`src/hdl/ldf_pkg.sv`:
```
// ----------------------------------------------------------------------------
// ldf_pkg
// Shared types and constants of the link frame deframer.
// ----------------------------------------------------------------------------
`default_nettype none

package ldf_pkg;

    // Configuration port
    localparam int unsigned CFG_IDX_W  = 1;
    localparam int unsigned CFG_DATA_W = 16;

    localparam logic [CFG_IDX_W-1:0] CFG_SYNC_BYTE   = 1'b0;
    localparam logic [CFG_IDX_W-1:0] CFG_MAX_PAYLOAD = 1'b1;

    localparam logic [7:0]  SYNC_RESET   = 8'hA5;
    localparam logic [15:0] MAXPAY_RESET = 16'd1500;

    // Header bytes after the sync byte
    localparam logic [2:0] HDR_BYTES = 3'd7;

    typedef enum logic [1:0] {
        PH_HUNT    = 2'd0,
        PH_HEADER  = 2'd1,
        PH_PAYLOAD = 2'd2
    } t_phase;

    // Header as gathered, first received byte in the top bits
    typedef struct packed {
        logic [7:0]  frame_type;
        logic [7:0]  frame_flags;
        logic [15:0] payload_length;
        logic [15:0] sequence_res;
        logic [7:0]  header_check;
    } t_header;

    typedef struct packed {
        logic        status;
        logic [7:0]  frame_type;
        logic [7:0]  frame_flags;
        logic [15:0] sequence_res;
        logic [15:0] payload_length;
        logic [7:0]  header_check;
        logic [7:0]  data_byte;
        logic        data_valid;
        logic        last;
    } t_result;

endpackage

`default_nettype wire

```
`src/hdl/ldf_if.sv`:
```
// ----------------------------------------------------------------------------
// ldf_rx_if / ldf_res_if
// Valid/ready channels of the link frame deframer.
// ----------------------------------------------------------------------------
`default_nettype none

interface ldf_rx_if;
    logic       valid;
    logic       ready;
    logic [7:0] rx_byte;

    modport source (output valid, output rx_byte, input ready);
    modport sink   (input valid, input rx_byte, output ready);
endinterface

interface ldf_res_if;
    logic        valid;
    logic        ready;
    logic        status;
    logic [7:0]  frame_type;
    logic [7:0]  frame_flags;
    logic [15:0] sequence_res;
    logic [15:0] payload_length;
    logic [7:0]  header_check;
    logic [7:0]  data_byte;
    logic        data_valid;
    logic        last;

    modport source (
        output valid, output status, output frame_type, output frame_flags,
        output sequence_res, output payload_length, output header_check,
        output data_byte, output data_valid, output last,
        input  ready
    );
    modport sink (
        input  valid, input status, input frame_type, input frame_flags,
        input  sequence_res, input payload_length, input header_check,
        input  data_byte, input data_valid, input last,
        output ready
    );
endinterface

`default_nettype wire

```
`src/hdl/link_frame_deframer.sv`:
```
// ----------------------------------------------------------------------------
// link_frame_deframer
// Byte-serial receiver for length-prefixed link frames.
// ----------------------------------------------------------------------------
// Usage:
//   i_rx carries one received byte per request (valid/ready). Bytes are
//   discarded until the sync byte is seen, then seven header bytes are
//   gathered (type, flags, length, sequence, check). Each payload byte gives
//   one result on o_res with the header fields; the final byte has last set.
//   A zero length gives one header-only result, a length above max_payload
//   one drop result with status set; both carry last.
//   Configuration: i_cfg_we writes i_cfg_data to register i_cfg_index (0 sync
//   byte, 1 max payload); the user must write only while the block is idle,
//   which the block itself does not enforce.
//   Path: input register, combinational parser, then the result register.
//   Throughput: one byte per cycle while the result sink is ready, set by the
//   single input register and single result register around the parser.
//   Reset: synchronous, clears both stages and returns to hunting with the
//   registers at sync 0xA5 and max payload 1500.
//   Receiver stall: the result register holds; the parser then holds the
//   buffered byte and i_rx.ready drops once the input register is full.
// ----------------------------------------------------------------------------
`default_nettype none

module link_frame_deframer (
    input  wire logic                          i_clk,
    input  wire logic                          i_rst_n,
    ldf_rx_if.sink                             i_rx,
    ldf_res_if.source                          o_res,
    input  wire logic                          i_cfg_we,
    input  wire logic [ldf_pkg::CFG_IDX_W-1:0] i_cfg_index,
    input  wire logic [ldf_pkg::CFG_DATA_W-1:0] i_cfg_data
);

    logic [7:0]       r_sync_byte;
    logic [15:0]      r_max_payload;

    logic             r_in_valid;
    logic [7:0]       r_in_byte;

    logic             r_out_valid;
    ldf_pkg::t_result r_out;

    logic             w_out_free;
    logic             w_consume;
    logic             w_accept;
    logic             w_core_valid;
    ldf_pkg::t_result w_core_res;

    assign w_out_free = !r_out_valid || o_res.ready;
    assign w_consume  = r_in_valid && w_out_free;
    assign i_rx.ready = !r_in_valid || w_consume;
    assign w_accept   = i_rx.valid && i_rx.ready;

    // Configuration registers
    always_ff @(posedge i_clk) begin
        if (!i_rst_n) begin
            r_sync_byte   <= ldf_pkg::SYNC_RESET;
            r_max_payload <= ldf_pkg::MAXPAY_RESET;
        end else if (i_cfg_we) begin
            case (i_cfg_index)
                ldf_pkg::CFG_SYNC_BYTE:   r_sync_byte   <= i_cfg_data[7:0];
                ldf_pkg::CFG_MAX_PAYLOAD: r_max_payload <= i_cfg_data[15:0];
                default: ;
            endcase
        end
    end

    // Input register
    always_ff @(posedge i_clk) begin
        if (!i_rst_n) begin
            r_in_valid <= 1'b0;
        end else if (w_accept) begin
            r_in_valid <= 1'b1;
        end else if (w_consume) begin
            r_in_valid <= 1'b0;
        end
    end

    always_ff @(posedge i_clk) begin
        if (w_accept) begin
            r_in_byte <= i_rx.rx_byte;
        end
    end

    ldf_core u_core (
        .i_clk         (i_clk),
        .i_rst_n       (i_rst_n),
        .i_valid       (w_consume),
        .i_byte        (r_in_byte),
        .i_sync_byte   (r_sync_byte),
        .i_max_payload (r_max_payload),
        .o_res_valid   (w_core_valid),
        .o_res         (w_core_res)
    );

    // Result register
    always_ff @(posedge i_clk) begin
        if (!i_rst_n) begin
            r_out_valid <= 1'b0;
        end else if (w_out_free) begin
            r_out_valid <= w_core_valid;
        end
    end

    always_ff @(posedge i_clk) begin
        if (w_out_free && w_core_valid) begin
            r_out <= w_core_res;
        end
    end

    assign o_res.valid          = r_out_valid;
    assign o_res.status         = r_out.status;
    assign o_res.frame_type     = r_out.frame_type;
    assign o_res.frame_flags    = r_out.frame_flags;
    assign o_res.sequence_res   = r_out.sequence_res;
    assign o_res.payload_length = r_out.payload_length;
    assign o_res.header_check   = r_out.header_check;
    assign o_res.data_byte      = r_out.data_byte;
    assign o_res.data_valid     = r_out.data_valid;
    assign o_res.last           = r_out.last;

`ifndef SYNTHESIS
    a_ready_when_out_empty: assert property (@(posedge i_clk) disable iff (!i_rst_n)
        !r_out_valid |-> i_rx.ready)
        else $error("input stalled with empty result register");

    a_mid_frame_is_data: assert property (@(posedge i_clk) disable iff (!i_rst_n)
        (r_out_valid && !r_out.last) |-> (r_out.data_valid && !r_out.status))
        else $error("non-final result without payload byte");

    a_drop_shape: assert property (@(posedge i_clk) disable iff (!i_rst_n)
        (r_out_valid && r_out.status) |-> (r_out.last && !r_out.data_valid
                                           && (r_out.data_byte == 8'd0)))
        else $error("malformed drop result");

    a_core_needs_room: assert property (@(posedge i_clk) disable iff (!i_rst_n)
        w_core_valid |-> w_out_free)
        else $error("result produced while result register full");
`endif

endmodule

`default_nettype wire

```
`src/hdl/ldf_core.sv`:
```
// ----------------------------------------------------------------------------
// ldf_core
// Frame parser: sync hunt, header gathering and payload counting per byte.
// ----------------------------------------------------------------------------
`default_nettype none

module ldf_core (
    input  wire logic            i_clk,
    input  wire logic            i_rst_n,
    input  wire logic            i_valid,
    input  wire logic [7:0]      i_byte,
    input  wire logic [7:0]      i_sync_byte,
    input  wire logic [15:0]     i_max_payload,
    output logic                 o_res_valid,
    output ldf_pkg::t_result     o_res
);

    ldf_pkg::t_phase  r_phase, n_phase;
    logic [2:0]       r_hdr_cnt, n_hdr_cnt;
    logic [15:0]      r_pay_cnt, n_pay_cnt;
    ldf_pkg::t_header r_hdr, n_hdr;

    ldf_pkg::t_header w_shift_hdr;
    logic             w_hdr_full;
    logic             w_len_over;
    logic             w_len_zero;
    logic [15:0]      w_pay_inc;
    logic             w_pay_last;

    assign w_shift_hdr = ldf_pkg::t_header'({r_hdr[47:0], i_byte});
    assign w_hdr_full  = ((r_hdr_cnt + 3'd1) == ldf_pkg::HDR_BYTES);
    assign w_len_over  = (w_shift_hdr.payload_length > i_max_payload);
    assign w_len_zero  = (w_shift_hdr.payload_length == 16'd0);
    assign w_pay_inc   = r_pay_cnt + 16'd1;
    assign w_pay_last  = (w_pay_inc >= r_hdr.payload_length);

    // Next state
    always_comb begin
        n_phase   = r_phase;
        n_hdr_cnt = r_hdr_cnt;
        n_pay_cnt = r_pay_cnt;
        n_hdr     = r_hdr;
        if (i_valid) begin
            case (r_phase)
                ldf_pkg::PH_HEADER: begin
                    n_hdr     = w_shift_hdr;
                    n_hdr_cnt = r_hdr_cnt + 3'd1;
                    if (w_hdr_full) begin
                        n_pay_cnt = 16'd0;
                        n_hdr_cnt = 3'd0;
                        if (w_len_over || w_len_zero) begin
                            n_phase   = ldf_pkg::PH_HUNT;
                        end else begin
                            n_phase = ldf_pkg::PH_PAYLOAD;
                        end
                    end
                end
                ldf_pkg::PH_PAYLOAD: begin
                    n_pay_cnt = w_pay_inc;
                    if (w_pay_last) begin
                        n_phase   = ldf_pkg::PH_HUNT;
                        n_hdr_cnt = 3'd0;
                        n_pay_cnt = 16'd0;
                    end
                end
                default: begin
                    if (i_byte == i_sync_byte) begin
                        n_phase   = ldf_pkg::PH_HEADER;
                        n_hdr_cnt = 3'd0;
                        n_pay_cnt = 16'd0;
                    end else begin
                        n_phase = ldf_pkg::PH_HUNT;
                    end
                end
            endcase
        end
    end

    // Result
    always_comb begin
        o_res_valid = 1'b0;
        o_res       = '0;
        case (r_phase)
            ldf_pkg::PH_HEADER: begin
                o_res_valid          = i_valid && w_hdr_full && (w_len_over || w_len_zero);
                o_res.status         = w_len_over;
                o_res.frame_type     = w_shift_hdr.frame_type;
                o_res.frame_flags    = w_shift_hdr.frame_flags;
                o_res.sequence_res   = w_shift_hdr.sequence_res;
                o_res.payload_length = w_shift_hdr.payload_length;
                o_res.header_check   = w_shift_hdr.header_check;
                o_res.last           = 1'b1;
            end
            ldf_pkg::PH_PAYLOAD: begin
                o_res_valid          = i_valid;
                o_res.frame_type     = r_hdr.frame_type;
                o_res.frame_flags    = r_hdr.frame_flags;
                o_res.sequence_res   = r_hdr.sequence_res;
                o_res.payload_length = r_hdr.payload_length;
                o_res.header_check   = r_hdr.header_check;
                o_res.data_byte      = i_byte;
                o_res.data_valid     = 1'b1;
                o_res.last           = w_pay_last;
            end
            default: begin
                o_res_valid = 1'b0;
            end
        endcase
    end

    always_ff @(posedge i_clk) begin
        if (!i_rst_n) begin
            r_phase   <= ldf_pkg::PH_HUNT;
            r_hdr_cnt <= 3'd0;
            r_pay_cnt <= 16'd0;
        end else begin
            r_phase   <= n_phase;
            r_hdr_cnt <= n_hdr_cnt;
            r_pay_cnt <= n_pay_cnt;
        end
    end

    always_ff @(posedge i_clk) begin
        r_hdr <= n_hdr;
    end

`ifndef SYNTHESIS
    a_no_res_without_byte: assert property (@(posedge i_clk) disable iff (!i_rst_n)
        o_res_valid |-> i_valid)
        else $error("result without a consumed byte");

    a_hdr_cnt_in_header: assert property (@(posedge i_clk) disable iff (!i_rst_n)
        (r_phase != ldf_pkg::PH_HEADER) |-> (r_hdr_cnt == 3'd0))
        else $error("header count left over outside header phase");

    a_payload_after_header: assert property (@(posedge i_clk) disable iff (!i_rst_n)
        $rose(r_phase == ldf_pkg::PH_PAYLOAD) |-> $past(r_phase == ldf_pkg::PH_HEADER))
        else $error("payload phase entered without header");
`endif

endmodule

`default_nettype wire

```
`src/flat_wrapper.sv`:
```
// flat-port wrapper written by rule: the top's interface ports become plain ports
module link_frame_deframer_flat 
  (i_clk, i_rst_n, i_cfg_we, i_cfg_index, i_cfg_data, i_rx_valid, i_rx_rx_byte, i_rx_ready, o_res_valid, o_res_status, o_res_frame_type, o_res_frame_flags, o_res_sequence_res, o_res_payload_length, o_res_header_check, o_res_data_byte, o_res_data_valid, o_res_last, o_res_ready);
  ldf_rx_if i_rx_i ();
  ldf_res_if o_res_i ();
  input  wire logic i_clk;
  input  wire logic i_rst_n;
  input  wire logic i_cfg_we;
  input  wire logic [ldf_pkg::CFG_IDX_W-1:0] i_cfg_index;
  input  wire logic [ldf_pkg::CFG_DATA_W-1:0] i_cfg_data;
  input wire logic [$bits(i_rx_i.valid)-1:0] i_rx_valid;
  input wire logic [$bits(i_rx_i.rx_byte)-1:0] i_rx_rx_byte;
  output wire logic [$bits(i_rx_i.ready)-1:0] i_rx_ready;
  output wire logic [$bits(o_res_i.valid)-1:0] o_res_valid;
  output wire logic [$bits(o_res_i.status)-1:0] o_res_status;
  output wire logic [$bits(o_res_i.frame_type)-1:0] o_res_frame_type;
  output wire logic [$bits(o_res_i.frame_flags)-1:0] o_res_frame_flags;
  output wire logic [$bits(o_res_i.sequence_res)-1:0] o_res_sequence_res;
  output wire logic [$bits(o_res_i.payload_length)-1:0] o_res_payload_length;
  output wire logic [$bits(o_res_i.header_check)-1:0] o_res_header_check;
  output wire logic [$bits(o_res_i.data_byte)-1:0] o_res_data_byte;
  output wire logic [$bits(o_res_i.data_valid)-1:0] o_res_data_valid;
  output wire logic [$bits(o_res_i.last)-1:0] o_res_last;
  input wire logic [$bits(o_res_i.ready)-1:0] o_res_ready;
  assign i_rx_i.valid = i_rx_valid;
  assign i_rx_i.rx_byte = i_rx_rx_byte;
  assign i_rx_ready = i_rx_i.ready;
  assign o_res_valid = o_res_i.valid;
  assign o_res_status = o_res_i.status;
  assign o_res_frame_type = o_res_i.frame_type;
  assign o_res_frame_flags = o_res_i.frame_flags;
  assign o_res_sequence_res = o_res_i.sequence_res;
  assign o_res_payload_length = o_res_i.payload_length;
  assign o_res_header_check = o_res_i.header_check;
  assign o_res_data_byte = o_res_i.data_byte;
  assign o_res_data_valid = o_res_i.data_valid;
  assign o_res_last = o_res_i.last;
  assign o_res_i.ready = o_res_ready;
  link_frame_deframer u_core (.i_clk(i_clk), .i_rst_n(i_rst_n), .i_rx(i_rx_i), .o_res(o_res_i), .i_cfg_we(i_cfg_we), .i_cfg_index(i_cfg_index), .i_cfg_data(i_cfg_data));
endmodule
```
`config.mk`:
```
export PLATFORM = sky130hd
export DESIGN_NAME = link_frame_deframer_flat
export DESIGN_NICKNAME = d
export VERILOG_FILES = /design/src/hdl/ldf_pkg.sv /design/src/hdl/ldf_if.sv /design/src/hdl/link_frame_deframer.sv /design/src/hdl/ldf_core.sv /design/src/flat_wrapper.sv
export SDC_FILE = /design/constraint.sdc
export NUM_CORES = 1
export LEC_CHECK = 0
export BUFFER_PORTS_ARGS = -buffer_cell sky130_fd_sc_hd__clkbuf_2
export CAP_MARGIN = 20
export CORE_MARGIN = 4
export CORE_UTILIZATION = 61
export CTS_BUF_LIST = sky130_fd_sc_hd__clkbuf_16
export DETAILED_ROUTE_END_ITERATION = 8
export PLACE_DENSITY = 0.83
export SYNTH_ARGS = -nofsm -noshare
export SYNTH_HDL_FRONTEND = slang
export SYNTH_SLANG_ARGS = --single-unit
```
`constraint.sdc`:
```
create_clock -name i_clk -period 17.48 [get_ports i_clk]
set_input_delay 0 -clock i_clk [delete_from_list [all_inputs] [get_ports i_clk]]
set_output_delay 0 -clock i_clk [all_outputs]
set_load 0.1 [all_outputs]
```
======== Word level (Yosys, flattened, before mapping) ========
Index checks and enable logic that the tools add are counted.
W data, S select, Z words.
word-level totals
  flip-flop bits (word level) ............. 178
  input bits .............................. 30
  output and inout bits ................... 69
  word-level logic and storage cells ...... 71
operators by class
  $add $sub $neg .......................... 2
  $lt $le $gt $ge ......................... 2
  eq/ne operators ......................... 6
  mux-type cells .......................... 19
  bitwise gates (word level) .............. 1
  reduce and logical (&&, ||, !) cells .... 19
operators with widths
  operator                 number
  $pmux W56 S2             1
  $mux W16                 3
  $pmux W16 S2             1
  $add A16 B1 Y16 const B  1
  $ge A16 B16 Y1           1
  $gt A16 B16 Y1           1
  $logic_not A16 Y1        1
  $mux W3                  3
  $reduce_and A3 Y1        3
  $eq A8 B8 Y1             1
  $mux W2                  3
  $pmux W3 S2              1
  $reduce_and A2 Y1        3
  $logic_and A1 B1 Y1      5
  $mux W1                  4
  $ne A2 B2 Y1 const B     2
  $pmux W1 S2              2
  $pmux W2 S2              1
  $add A3 B1 Y3 const B    1
  $eq A3 B3 Y1 const B     1
  $logic_or A1 B1 Y1       3
  $reduce_bool A3 Y1       1
  $eq A2 B1 Y1 const B     1
  $eq A2 B2 Y1 const B     1
  other kinds (3)          4

======== Logic depth before layout (Yosys ltp) ========
Gate-level depths: netlist of run 1.
  word-level depth ........................ 7
  depth in mapped cells ................... 12
  mapped depth without buffers ............ 12

======== Modules after synthesis ========
From an unflattened synthesis of run 1, not the netlist that was laid out.
second synthesis, totals
  cell total of the unflattened synthesis .. 639
  area total of the unflattened synthesis .. 7917.6 µm²
by module, submodules not included
  module               instances  cells each  area an instance (µm²)  sequential area each (µm²)
  ldf_core             1          445         4549.4                  2102.0
  link_frame_deframer  1          194         3368.2                  2772.7

======== Worst setup path after synthesis of run 1 ========
No wires, ideal clock.
  kind .................................... flip-flop to flip-flop
  start ................................... reg u_core.u_core.r_hdr[31] (netlist name)
  end ..................................... reg u_core.r_out, in the netlist u_core.o_res.data_byte[0] (enable)
  library setup time ...................... 0.514 ns
  data arrival time ....................... 5.010 ns
  required time ........................... 16.966 ns
  setup slack ............................. 11.955 ns
  stages on the path, launching flop included .. 8
  path buffers ............................ 0
  clock period less this slack ............ 5.525 ns
  cells stage by stage .................... edfxtp_1 -> ha_1 -> nand4_1 -> nor4_1 -> a21boi_0 -> o31a_1 -> o2111ai_1 -> a21oi_1
on the way
  word-level cells in the longest chain between the ends .. 5
  elaborated cells between the ends (all ways) .. 6
RTL lines
  element                                                     RTL line                        source
  start, declared                                             ldf_core.sv:21                  ldf_pkg::t_header r_hdr, n_hdr;
  start signal, assigned                                      ldf_core.sv:124                 r_hdr <= n_hdr;
  $gt A16 B16 Y1 / $logic_not A16 Y1 (equally long branches)  ldf_core.sv:32, ldf_core.sv:33
  $logic_or A1 B1 Y1 *                                        ldf_core.sv:85                  o_res_valid = i_valid && w_hdr_full && (w_len_over || w_len_zero);
  $logic_and A1 B1 Y1 *                                       ldf_core.sv:85
  $pmux W1 S2 *                                               ldf_core.sv:83                  case (r_phase)
  $logic_and A1 B1 Y1 *                                       link_frame_deframer.sv:107      if (w_out_free && w_core_valid) begin
  end signal, assigned                                        link_frame_deframer.sv:108      r_out <= w_core_res;
  end, declared                                               link_frame_deframer.sv:42       ldf_pkg::t_result r_out;
Mark *: on every way between the ends. The rest lies on a longest branch, timed or not.
A chain may end at the register's enable or synchronous reset.

======== Worst setup path after layout of run 1 ========
  start ................................... reg u_core.u_core.r_hdr[30] (netlist name)
  end ..................................... reg u_core.r_out, in the netlist u_core.o_res.payload_length[10] (enable)
The elaborated chain is that of the path after synthesis.

==> metrics.yaml, run 1 <==
finish:
  num-fill-cells: 829
  final_cell_mix: "edfxtp_1, nand2_1, clkbuf_2"
  stdcell_count: 953
  area_delta_synth_final_pct: 19.33
  final_nets: 835
  final_common_cell: "edfxtp_1"
  drive_above_1_share_pct: 19.08
  diodes: 0
  fin_area_sq_um: 9346
floorplan:
  initial_core_util_pct: 62.07
  die_width_um: 121.3
  core_sq_um: 12620
  die-area_sq_um: 14720
  io_pins: 99
  row_count: 41
  die_height_um: 121.3
critical_path:
  required_ns: 17.53
  cp_max_fo: 67
  cp_slowest_cell: "buf_4"
  crit_chain: "ha_1, nand4_1, nor4_1, a21boi_0, o31a_1, o2111ai_1, a21oi_4, buf_4"
  end_kind: "flip-flop"
  worst_r2r_path_depth: 8
  r2r_start: "u_core.u_core.r_hdr[30]"
  r2r_slack_ns: 13.97
  critical-path-top-delay-family: "compound AO/OA/AOI/OAI gates"
  path_class: "flip-flop to flip-flop"
  crit_arrival_ns: 3.56
  critPathBufInv: 1
  slowest_delay_ns: 0.66
  crit-reg2reg-capture: "u_core.o_res.payload_length[10]"
  cp-start-kind: "flip-flop"
sta:
  drv_slew: 0
  hold_viol: 0
  max_freq_ghz: 0.2848
  worstMarginPinSlew_ns: 1.026
  period_needed_ns: 3.512
  relSlewSlack_pct: 31.63
  rsz0062_at_grt: "no"
  finalSetupViolCount: 0
  finalCritPeriodShare_pct: 20.09
  skew_ns: 0.007881
  hold_ws_ns: 0.08756
  tns_ns: 0
clock_network:
  clock_latency_ns: 0.43
  clkTransAtPathRegs_ns: 0.07
  clockBufferDepth: 2
  cts_sinks: 178
  post_cts_resized: 0
  cts_buffers: 17
  cts_tree: "yes"
  htree_levels: 4
  cts_root_buf: "clkbuf_16"
hold_path:
  min_path_type: "primary input to flip-flop"
  hold_depth: 4
  hold_start: "i_cfg_we"
  whs_endpoint: "u_core.r_sync_byte[4]"
synthesis:
  ys_ff_latch: 178
  synth_cells: 649
  synth_area_leaders: "edfxtp_1, dfxtp_1, ha_1"
  synth-edff-count: 131
  avgSynthCellArea_sq_um: 12.07
  ys_types: 58
  yosys.area.top_type_share_pct: 50.22
  yosys.area.top_type: "edfxtp_1"
  synthesis.area_sq_um: 7833
  synthesis.nets: 716
  yosys_warnings: 0
  synth_flop_cell: "edfxtp_1"
  synth-async-reset-ratio_pct: 0
  ys_seq_area_share_pct: 62.24
power:
  leakage_nw: 3.589
  cellPowerDensity_nw_per_um2: 91.48
  peakVddDrop_mv: 0.07002
grt:
  grt-ovfl-total: 0
  grt_pass1_vias: 5342
  track_usage_pct: 24.50
  antenna_found_initial: 0
  grt_max_degree: 68
  grt_pass1_wl_mm: 27.65
placement:
  placed_cells: 892
  gp_congestion: 0.9313
  dpl_cell_area_sq_um: 8473
  port_buffers: 98
  hpwl_mm: 11.58
routing:
  drc_errors: 0
  wire_per_inst_um: 18.31
  via_count: 5562
  drtPass1Iterations: 5
  vias_per_cell: 5.836
  first_iter_violations: 596
  ant_nets: 0
  wirelength_mm: 17.45
flow_run:
  drv_cap: 0
outcome:
  status: "completed"
-- report_power, final --
part | leakage [nW] | internal, W | switching, W
logic | 1.77 | 0.0000123 | 0.0000139
clock network | 0.284 | 0.000212 | 0.000161
registers | 1.53 | 0.000452 | 0.00000342
-- worst min-delay path: cells and delay by family --
kind            cells  cell delay, ns
compound gates      1            0.05
buf+inv             1            0.11
simple gates        2            0.30
-- cell families after synthesis --
family | after synthesis | synth area share [%]
flops | 178 | 62.24
simple gates | 199 | 12.30
fa+ha+maj | 37 | 5.910
buf+inv | 71 | 3.466
mux | 4 | 0.5112
compound gates | 137 | 12.91
xor+xnor | 23 | 2.668
-- Yosys cell counts, types with 2 or more instances --
master,instances
a211o_1,2
a211oi_1,3
a21boi_0,2
a21oi_1,28
a22o_1,40
a31oi_1,3
a41o_1,8
and2_1,11
and3_1,2
buf_1,4
buf_2,4
clkbuf_1,24
dfxtp_1,47
edfxtp_1,131
ha_1,37
inv_1,38
mux2i_1,4
nand2_1,99
nand2b_1,8
nand3_1,17
nand4_1,10
nor2_1,23
nor2b_1,8
nor3_1,3
nor4_1,6
o211ai_1,8
o21a_1,3
o21ai_0,22
o22ai_1,3
o32ai_1,2
o41ai_1,2
xnor2_1,19
xor2_1,3
-- final cells by class --
class / count / area [sq um] / area share [%]
Tap cell: 172 / 215.2 / 2.303
Sequential cell: 178 / 4875 / 52.16
Clock inverter: 15 / 157.7 / 1.687
Multi-Input combinational cell: 400 / 2709 / 28.98
Clock buffer: 17 / 425.4 / 4.552
Inverter: 39 / 146.4 / 1.566
Timing Repair Buffer: 132 / 818.3 / 8.755
-- worst max-delay path by stage --
stage | from | to | slack (ns) | cells past startpoint
after global placement | u_core.u_core.r_hdr[31] | u_core.o_res.sequence_res[15] | 14.34 | 8
final | u_core.u_core.r_hdr[30] | u_core.o_res.payload_length[10] | 13.97 | 8
after floorplan | u_core.u_core.r_hdr[31] | u_core.o_res.data_byte[0] | 11.96 | 7
after CTS | u_core.u_core.r_hdr[29] | u_core.o_res.sequence_res[14] | 13.99 | 8
after global routing | u_core.u_core.r_hdr[31] | u_core.o_res.payload_length[12] | 13.69 | 8
after detailed placement | u_core.u_core.r_hdr[30] | u_core.o_res.header_check[3] | 14.19 | 8
-- sequential cells by signal, indices dropped and copies added, names as in the netlist --
register                     flops
u_core.r_in_valid                1
u_core.u_core.r_hdr_cnt          3
u_core.o_res.frame_flags         8
u_core.r_sync_byte               8
u_core.o_res.status              1
u_core.u_core.r_pay_cnt         16
u_core.o_res.sequence_res       16
u_core.o_res.valid               1
u_core.r_max_payload            16
u_core.o_res.payload_length     16
u_core.o_res.frame_type          8
u_core.o_res.last                1
u_core.r_in_byte                 8
u_core.u_core.r_hdr             56
u_core.o_res.header_check        8
u_core.o_res.data_valid          1
u_core.u_core.r_phase            2
u_core.o_res.data_byte           8
-- metrics by stage --
| stage | util (%) | setup WS, ns | total power, W |
|---|---|---|---|
| global route | 74.06 | 13.69 | 0.0008804 |
| finish | 74.06 | 13.97 | 0.0008550 |
| floorplan | - | 11.96 | 0.0004768 |
| CTS | 74.06 | 13.99 | 0.0008561 |
| global placement | 67.14 | 14.34 | 0.0004837 |
| detailed placement | 67.14 | 14.19 | 0.0004850 |
-- what timing repair did --
| action | CTS | global route |
|---|---|---|
| setup buffers | 0 | 0 |
| endpoints found under the hold margin | 34 | 0 |
| hold buffers | 29 | 0 |
-- layer usage --
layer | part of all wire, % | vias up | GRT usage, % | wire length, um
met5 | 0 | - | 0 | 0
met4 | 2.5 | 0 | 9.874 | 435
met3 | 6.1 | 40 | 3.963 | 1058
met2 | 50 | 244 | 40.62 | 8671
met1 | 42 | 2661 | 32.38 | 7283
li1 | - | 2617 | - | -
No activity file was read; power rests on OpenSTA's default activity.
==> run 2: changes to the inputs <==
--- a/config.mk
+++ b/config.mk
@@ -8,10 +8,10 @@
 export BUFFER_PORTS_ARGS = -buffer_cell sky130_fd_sc_hd__clkbuf_2
 export CAP_MARGIN = 20
 export CORE_MARGIN = 4
-export CORE_UTILIZATION = 61
+export CORE_UTILIZATION = 52
 export CTS_BUF_LIST = sky130_fd_sc_hd__clkbuf_16
 export DETAILED_ROUTE_END_ITERATION = 8
-export PLACE_DENSITY = 0.83
+export PLACE_DENSITY = 0.76
 export SYNTH_ARGS = -nofsm -noshare
 export SYNTH_HDL_FRONTEND = slang
 export SYNTH_SLANG_ARGS = --single-unit
==> constraint.sdc (replaced) <==
create_clock -name i_clk -period 3.1 [get_ports i_clk]
set_input_delay 0 -clock i_clk [delete_from_list [all_inputs] [get_ports i_clk]]
set_output_delay 0 -clock i_clk [all_outputs]
set_load 0.1 [all_outputs]
==> run 2 against run 1 <==
  * Die area up 16%
  * Critical path depth stayed put
  * Via count grew 0.97%
  * Flip-flop and latch count did not move
  * Count of clock-buffer cells in the layout stayed put
  * Critical endpoint is now u_core.o_res.frame_type[5]
  * Highest routed layer unchanged
==> metrics.yaml, run 2 (synthesized netlist as in run 1, its figures left out) <==
outcome:
  status: "completed"
critical_path:
  cp_max_fo: 31  # -54%
  path_class: "flip-flop to flip-flop"
  required_ns: 3.22  # -14.31 ns
  end_kind: "flip-flop"
  cp-start-kind: "flip-flop"
  slowest_delay_ns: 0.54  # -0.12 ns
  crit_arrival_ns: 3.05  # -0.51 ns
  cp_slowest_cell: "edfxtp_1"
  crit_chain: "ha_1, nand4_1, nor4_2, a21boi_2, o31a_1, o2111ai_2, a21oi_4, buf_12"
placement:
  dpl_cell_area_sq_um: 8652  # +2.1%
  port_buffers: 98  # unchanged
  placed_cells: 917  # +2.8%
  place_ws_ns: 0.04526  # -14.15 ns
  hpwl_mm: 11.94  # +3.2%
  gp_congestion: 0.8518  # -8.5%
finish:
  largest_register: "u_core.u_core.r_hdr"
  diodes: 0  # unchanged
  largest_register_ff_count: 56  # unchanged
  fin_area_sq_um: 9587  # +2.6%
  final_cell_mix: "edfxtp_1, nand2_1, clkbuf_2"
  final_common_cell: "edfxtp_1"
  stdcell_count: 979  # +2.7%
  num-fill-cells: 1080  # +30%
  area_delta_synth_final_pct: 22.40
  final_nets: 849  # +1.7%
  drive_above_1_share_pct: 22.64  # +3.6 points
floorplan:
  core_sq_um: 14640  # +16%
  die-area_sq_um: 17090  # +16%
  io_pins: 99  # unchanged
  row_count: 44  # +7.3%
  die_width_um: 130.7  # +7.8%
  initial_core_util_pct: 53.49  # -8.6 points
  die_height_um: 130.7  # +7.8%
clock_network:
  clockBufferDepth: 2  # unchanged
  clock_latency_ns: 0.43  # about the same
  cts_buffers: 17  # unchanged
  cts_root_buf: "clkbuf_16"
  cts_sinks: 178  # unchanged
  cts_setup_buffers: 0  # unchanged
  clkTransAtPathRegs_ns: 0.06  # about the same
  cts_tree: "yes"
  htree_levels: 4  # unchanged
power:
  comb_power_share_pct: 3.1  # about the same
  switching_share_pct: 20.54  # -0.35 points
  clock_power_share_pct: 43.2  # -0.4 points
  power.switching_w: 0.0009823  # +450%
  p_int_w: 0.003801  # +460%
  cellPowerDensity_nw_per_um2: 498.9  # +450%
  seq_power_share_pct: 53.7  # +0.4 points
  peakVddDrop_mv: 0.3930  # +460%
  leakage_nw: 3.681  # +2.5%
sta:
  drv_slew: 0  # unchanged
  hold_viol: 0  # unchanged
  skew_ns: 0.008497  # +0.0006164 ns
  fin_ws_ns: 0.1662  # -13.80 ns
  finalSetupViolCount: 0  # unchanged
  finalCritPeriodShare_pct: 94.64  # +75 points
  tns_ns: 0  # unchanged
  worstMarginPinSlew_ns: 0.7568  # -0.2688 ns
  relSlewSlack_pct: 49.54  # +18 points
  max_freq_ghz: 0.3409  # +20%
  period_needed_ns: 2.934  # -0.5777 ns
routing:
  wirelength_mm: 17.63  # +1.1%
  via_count: 5616  # +0.97%
  ant_nets: 0  # unchanged
  drc_errors: 0  # unchanged
  vias_per_cell: 5.736  # -1.7%
  wire_per_inst_um: 18.01  # -1.6%
  first_iter_violations: 515  # -14%
  drtPass1Iterations: 5  # unchanged
grt:
  grt_pass1_wl_mm: 28.03  # +1.4%
  grt_max_degree: 59  # -13%
  grt_pass1_vias: 5463  # +2.3%
  grt-ovfl-total: 0  # unchanged
  antenna_found_initial: 0  # unchanged
  track_usage_pct: 21.46  # -3.0 points
flow_run:
  drv_cap: 0  # unchanged
hold_path:
  min_path_type: "primary input to flip-flop"
==> run 2: cell count changes in the layout (fill, tap and decap cells not counted), moves of 2 or more <==
cell / before / now
inv_8: 2 / 0
dfxtp_1: 47 / 42
nor2_1: 23 / 21
o41ai_1: 2 / 0
o41ai_2: 0 / 2
buf_4: 5 / 15
nor2_2: 0 / 3
dfxtp_2: 0 / 5
buf_12: 0 / 3
clkinv_2: 1 / 3
==> run 2: power by group through the flow <==
stage / Clock, W / Sequential [W] / Combinational [W]
global route: 0.00220 / 0.00257 / 0.000167
CTS: 0.00210 / 0.00257 / 0.000144
detailed placement: 0 / 0.00262 / 0.000116
global placement: 0 / 0.00262 / 0.000111
floorplan: 0 / 0.00261 / 0.0000769
finish: 0.00207 / 0.00257 / 0.000147
==> run 2: layout make-up <==
class                   count  area [sq um]  share of cell area, %
repair buffers            145         953.4                  9.945
clock buffers              17         425.4                  4.437
multi-input cells         401          2809                  29.30
well taps                 184         230.2                  2.401
flip-flops and latches    178          4881                  50.91
inverters                  39         146.4                  1.527
clock inverters            15         141.4                  1.475
==> run 2: critical path: cells and delay by family (launching register included) <==
kind	cells	cell delay, ns
fa+ha+maj	1	0.36
flops	1	0.54
simple gates	2	0.41
buf+inv	1	0.26
compound gates	4	1.03
==> run 2: what timing repair did <==
action	CTS	global route
resized for setup	0	19
endpoints found under the setup margin	0	19
hold endpoints to repair	34	0
hold buffers	29	0
==> run 2: worst paths after layout <==
check,depth (start not counted),start,slack [ns],end
min reg2reg,2,u_core.r_max_payload[11],0.46,u_core.r_max_payload[11]
max,8,u_core.u_core.r_hdr[24],0.17,u_core.o_res.frame_type[5]
max reg2reg,8,u_core.u_core.r_hdr[24],0.17,u_core.o_res.frame_type[5]
min,4,i_cfg_we,0.08,u_core.r_sync_byte[1]
==> run 2: routing by layer <==
metal  global-route usage [%]  up-vias  part of all wire (%)
li1                         -     2652                     -
met1                    28.61     2736                    44
met2                    34.97      203                    48
met3                    4.553       25                   5.9
met4                    7.683        0                   2.3
met5                        0        -                     0
==> run 2: metrics by stage <==
step	total power (W)	util, %	hold slack [ns]
final	0.004783	65.46	0.08492
after floorplan	0.002690	-	0.09887
after detailed placement	0.002736	59.08	0.1792
after global routing	0.004940	65.46	0.1171
after CTS	0.004811	64.94	0.06906
after global placement	0.002730	59.08	0.1782
==> run 3: changes to the inputs <==
--- a/config.mk
+++ b/config.mk
@@ -5,6 +5,7 @@
 export SDC_FILE = /design/constraint.sdc
 export NUM_CORES = 1
 export LEC_CHECK = 0
+export ABC_AREA = 1
 export BUFFER_PORTS_ARGS = -buffer_cell sky130_fd_sc_hd__clkbuf_2
 export CAP_MARGIN = 20
 export CORE_MARGIN = 4
@@ -12,6 +13,7 @@
 export CTS_BUF_LIST = sky130_fd_sc_hd__clkbuf_16
 export DETAILED_ROUTE_END_ITERATION = 8
 export PLACE_DENSITY = 0.76
+export SLEW_MARGIN = 30
 export SYNTH_ARGS = -nofsm -noshare
 export SYNTH_HDL_FRONTEND = slang
 export SYNTH_SLANG_ARGS = --single-unit
==> run 3 against run 2 <==
  * Register-to-register slack better by 0.11 ns
  * Final cell count is 5.3% higher
  * Routed wire length shrank 5.3%
  * Worst setup slack gained 0.11 ns
  * Combinational power is 82% higher
  * Clock skew increased by 0.0015 ns
  * Critical path depth is 5 higher
  * Total power rose by 5.6%
  * Sequential power rose by 2%
  * Critical path type unchanged
  * Die area down 1.8%
  * Synthesized area is 1.9% lower
  * Clock power is 4% higher
==> metrics.yaml, run 3 <==
critical_path:
  r2r_slack_ns: 0.27  # +0.11 ns
  cp_max_fo: 16  # -48%
  cp_slowest_cell: "dfxtp_1"
  crit_chain: "inv_1, nor3_4, nand3_4, nor2_1, xor2_1, ha_1, a21oi_1, o21ai_0, nor2_1, nand3_2, nor2_8, nand2_1, a21oi_2"
  critPathLaunch: "u_core.u_core.r_pay_cnt[0]"
  crit_end: "u_core.u_core.r_pay_cnt[11]"
  slowest_delay_ns: 0.37  # -0.17 ns
  crit-reg2reg-capture: "u_core.u_core.r_pay_cnt[11]"
  end_kind: "flip-flop"
  cp-start-kind: "flip-flop"
  timing.critical_path.mode_cell: "nor2_1"
  crit_arrival_ns: 3.17  # +0.12 ns
  r2r_start: "u_core.u_core.r_pay_cnt[0]"
  path_class: "flip-flop to flip-flop"
  required_ns: 3.44  # +0.22 ns
  worst_r2r_path_depth: 13  # +5
finish:
  largest_register_ff_count: 56  # unchanged
  final_nets: 901  # +6.1%
  area_delta_synth_final_pct: 20.77
  final_common_cell: "nand2_1"
  diodes: 0  # unchanged
  final_cell_mix: "nand2_1, edfxtp_1, inv_1"
  drive_above_1_share_pct: 17.83  # -4.8 points
  largest_register: "u_core.u_core.r_hdr"
  fin_area_sq_um: 9275  # -3.2%
synthesis:
  synth-edff-count: 131  # unchanged
  synth_flop_cell: "edfxtp_1"
  yosys_warnings: 0  # unchanged
  yosys.area_share.simple_pct: 12.43  # +0.13 points
  synthMostInstantiatedCell: "nand2_1"
  yosys.area_share.adder_pct: 6.028  # +0.12 points
  yosys.area.top_type_share_pct: 51.22  # +1.0 points
  ys_ff_latch: 178  # unchanged
  yosys.area.top_type: "edfxtp_1"
  synth_cells: 701  # +8.0%
  synthXorXnorAreaFrac_pct: 2.607  # -0.061 points
  synth_top_family_by_area: "simple AND/OR/NAND/NOR gates"
  synth_compound_area_share_pct: 9.466  # -3.4 points
  synthesis.area_sq_um: 7680  # -1.9%
  avgSynthCellArea_sq_um: 10.96  # -9.2%
  synth-async-reset-ratio_pct: 0  # unchanged
  synth_area_leaders: "edfxtp_1, dfxtp_1, nand2_1"
  synthesis.nets: 768  # +7.3%
  muxShareOfSynthArea_pct: 0  # -0.51 points
  synth_common_cells: "nand2_1, edfxtp_1, inv_1"
  ys_seq_area_share_pct: 63.47  # +1.2 points
  ys_types: 33  # -43%
outcome:
  status: "completed"
clock_network:
  clock_latency_ns: 0.43  # about the same
  cts_tree: "yes"
  cts_sinks: 178  # unchanged
  htree_levels: 4  # unchanged
  clkTransAtPathRegs_ns: 0.07  # about the same
  cts_root_buf: "clkbuf_16"
  post_cts_resized: 0  # unchanged
  clockBufferDepth: 2  # unchanged
  cts_buffers: 17  # unchanged
placement:
  gp_congestion: 0.8228  # -3.4%
  port_buffers: 98  # unchanged
  dpl_cell_area_sq_um: 8391  # -3.0%
  hpwl_mm: 11.34  # -5.1%
routing:
  wirelength_mm: 16.70  # -5.3%
  vias_per_cell: 5.282  # -7.9%
  drc_errors: 0  # unchanged
  ant_nets: 0  # unchanged
  wire_per_inst_um: 16.20  # -10%
  first_iter_violations: 456  # -11%
  drtPass1Iterations: 5  # unchanged
  via_count: 5446  # -3.0%
floorplan:
  die_width_um: 129.5  # -0.92%
  core_sq_um: 14480  # -1.1%
  die-area_sq_um: 16780  # -1.8%
  initial_core_util_pct: 53.04  # -0.44 points
  io_pins: 99  # unchanged
  row_count: 44  # unchanged
  die_height_um: 129.5  # -0.92%
sta:
  finalCritPeriodShare_pct: 91.15  # -3.5 points
  period_needed_ns: 2.826  # -0.1080 ns
  tns_ns: 0  # unchanged
  relSlewSlack_pct: 52.44  # +2.9 points
  finalSetupViolCount: 0  # unchanged
  worstMarginPinSlew_ns: 0.7134  # -0.04341 ns
  hold_viol: 0  # unchanged
  max_freq_ghz: 0.3539  # +3.8%
  rsz0062_at_grt: "no"
  skew_ns: 0.01003  # +0.001534 ns
  drv_slew: 0  # unchanged
power:
  peakVddDrop_mv: 0.3851  # -2.0%
  leakage_nw: 4.057  # +10%
  cellPowerDensity_nw_per_um2: 544.4  # +9.1%
grt:
  grt_pass1_wl_mm: 26.50  # -5.5%
  grt_pass1_vias: 5235  # -4.2%
  grt_max_degree: 61  # +3.4%
  track_usage_pct: 20.88  # -0.58 points
  antenna_found_initial: 0  # unchanged
  grt-ovfl-total: 0  # unchanged
flow_run:
  drv_cap: 0  # unchanged
hold_path:
  min_path_type: "primary input to flip-flop"
==> run 3: layout make-up <==
class	instances	area [sq um]
Fill cell	1104	5204
Clock buffer	17	425.4
Clock inverter	15	168.9
Tap cell	184	230.2
Inverter	100	375.4
Multi-Input combinational cell	403	2355
Timing Repair Buffer	134	845.8
Sequential cell	178	4875
==> run 3: worst max-delay path, delay by kind of cell, from the launching register on <==
family          cells  cell delay [ns]
compound gates      3             0.38
xor+xnor            1             0.24
fa+ha+maj           1             0.30
buf+inv             1             0.11
flops               1             0.37
simple gates        7             1.35
==> run 3: kinds of logic after synthesis <==
logic type,count (synthesis)
fa+ha+maj,37
compound gates,125
flops,178
buf+inv,120
xor+xnor,22
simple gates,219
==> run 3: per-stage QoR <==
stage / total power [W] / cells / hold WS [ns] / setup WS [ns] / utilization [%]
finish: 0.005050 / 1031 / 0.05746 / 0.2742 / 64.06
global route: 0.005233 / 1031 / 0.06359 / 0.02557 / 64.06
CTS: 0.005072 / 1031 / 0.01307 / 0.2587 / 64.06
detailed placement: 0.002910 / 970 / 0.1791 / 0.2849 / 57.95
global placement: 0.002901 / 970 / 0.1784 / 0.4398 / 57.95
floorplan: 0.002831 / 701 / 0.09887 / 0.2249 / -
==> run 3: routing by layer <==
metal  routed length (um)  global-route usage, %
met1                 6990                  26.79
met3                 1126                  5.235
met4                  429                  8.802
met5                    0                      0
met2                 8158                  34.02
==> run 3: worst min-delay path by stage <==
stage | startpoint | to | slack [ns] | depth (start not counted)
2_1_floorplan | i_rx_rx_byte[0] | u_core.r_in_byte[0] | 0.1 | 0
3_3_place_gp | i_rx_rx_byte[1] | u_core.r_in_byte[1] | 0.18 | 1
3_5_place_dp | i_rx_rx_byte[1] | u_core.r_in_byte[1] | 0.18 | 1
4_1_cts | i_cfg_we | u_core.r_sync_byte[7] | 0.01 | 5
5_1_grt | i_cfg_we | u_core.r_sync_byte[0] | 0.06 | 5
6_report | i_cfg_we | u_core.r_sync_byte[7] | 0.06 | 5
==> run 3: where the power goes <==
| group | leakage, nW | switching, W | internal (W) |
|---|---|---|---|
| sequential | 1.67 | 0.0000342 | 0.00259 |
| combinational | 2.08 | 0.000165 | 0.000103 |
| clock | 0.302 | 0.000894 | 0.00126 |
==> run 3: timing repair <==
action / in CTS / in global routing
hold endpoints to repair: 34 / 0
buffers inserted: 0 / 0
hold buffers: 29 / 0
endpoints found under the setup margin: 0 / 0
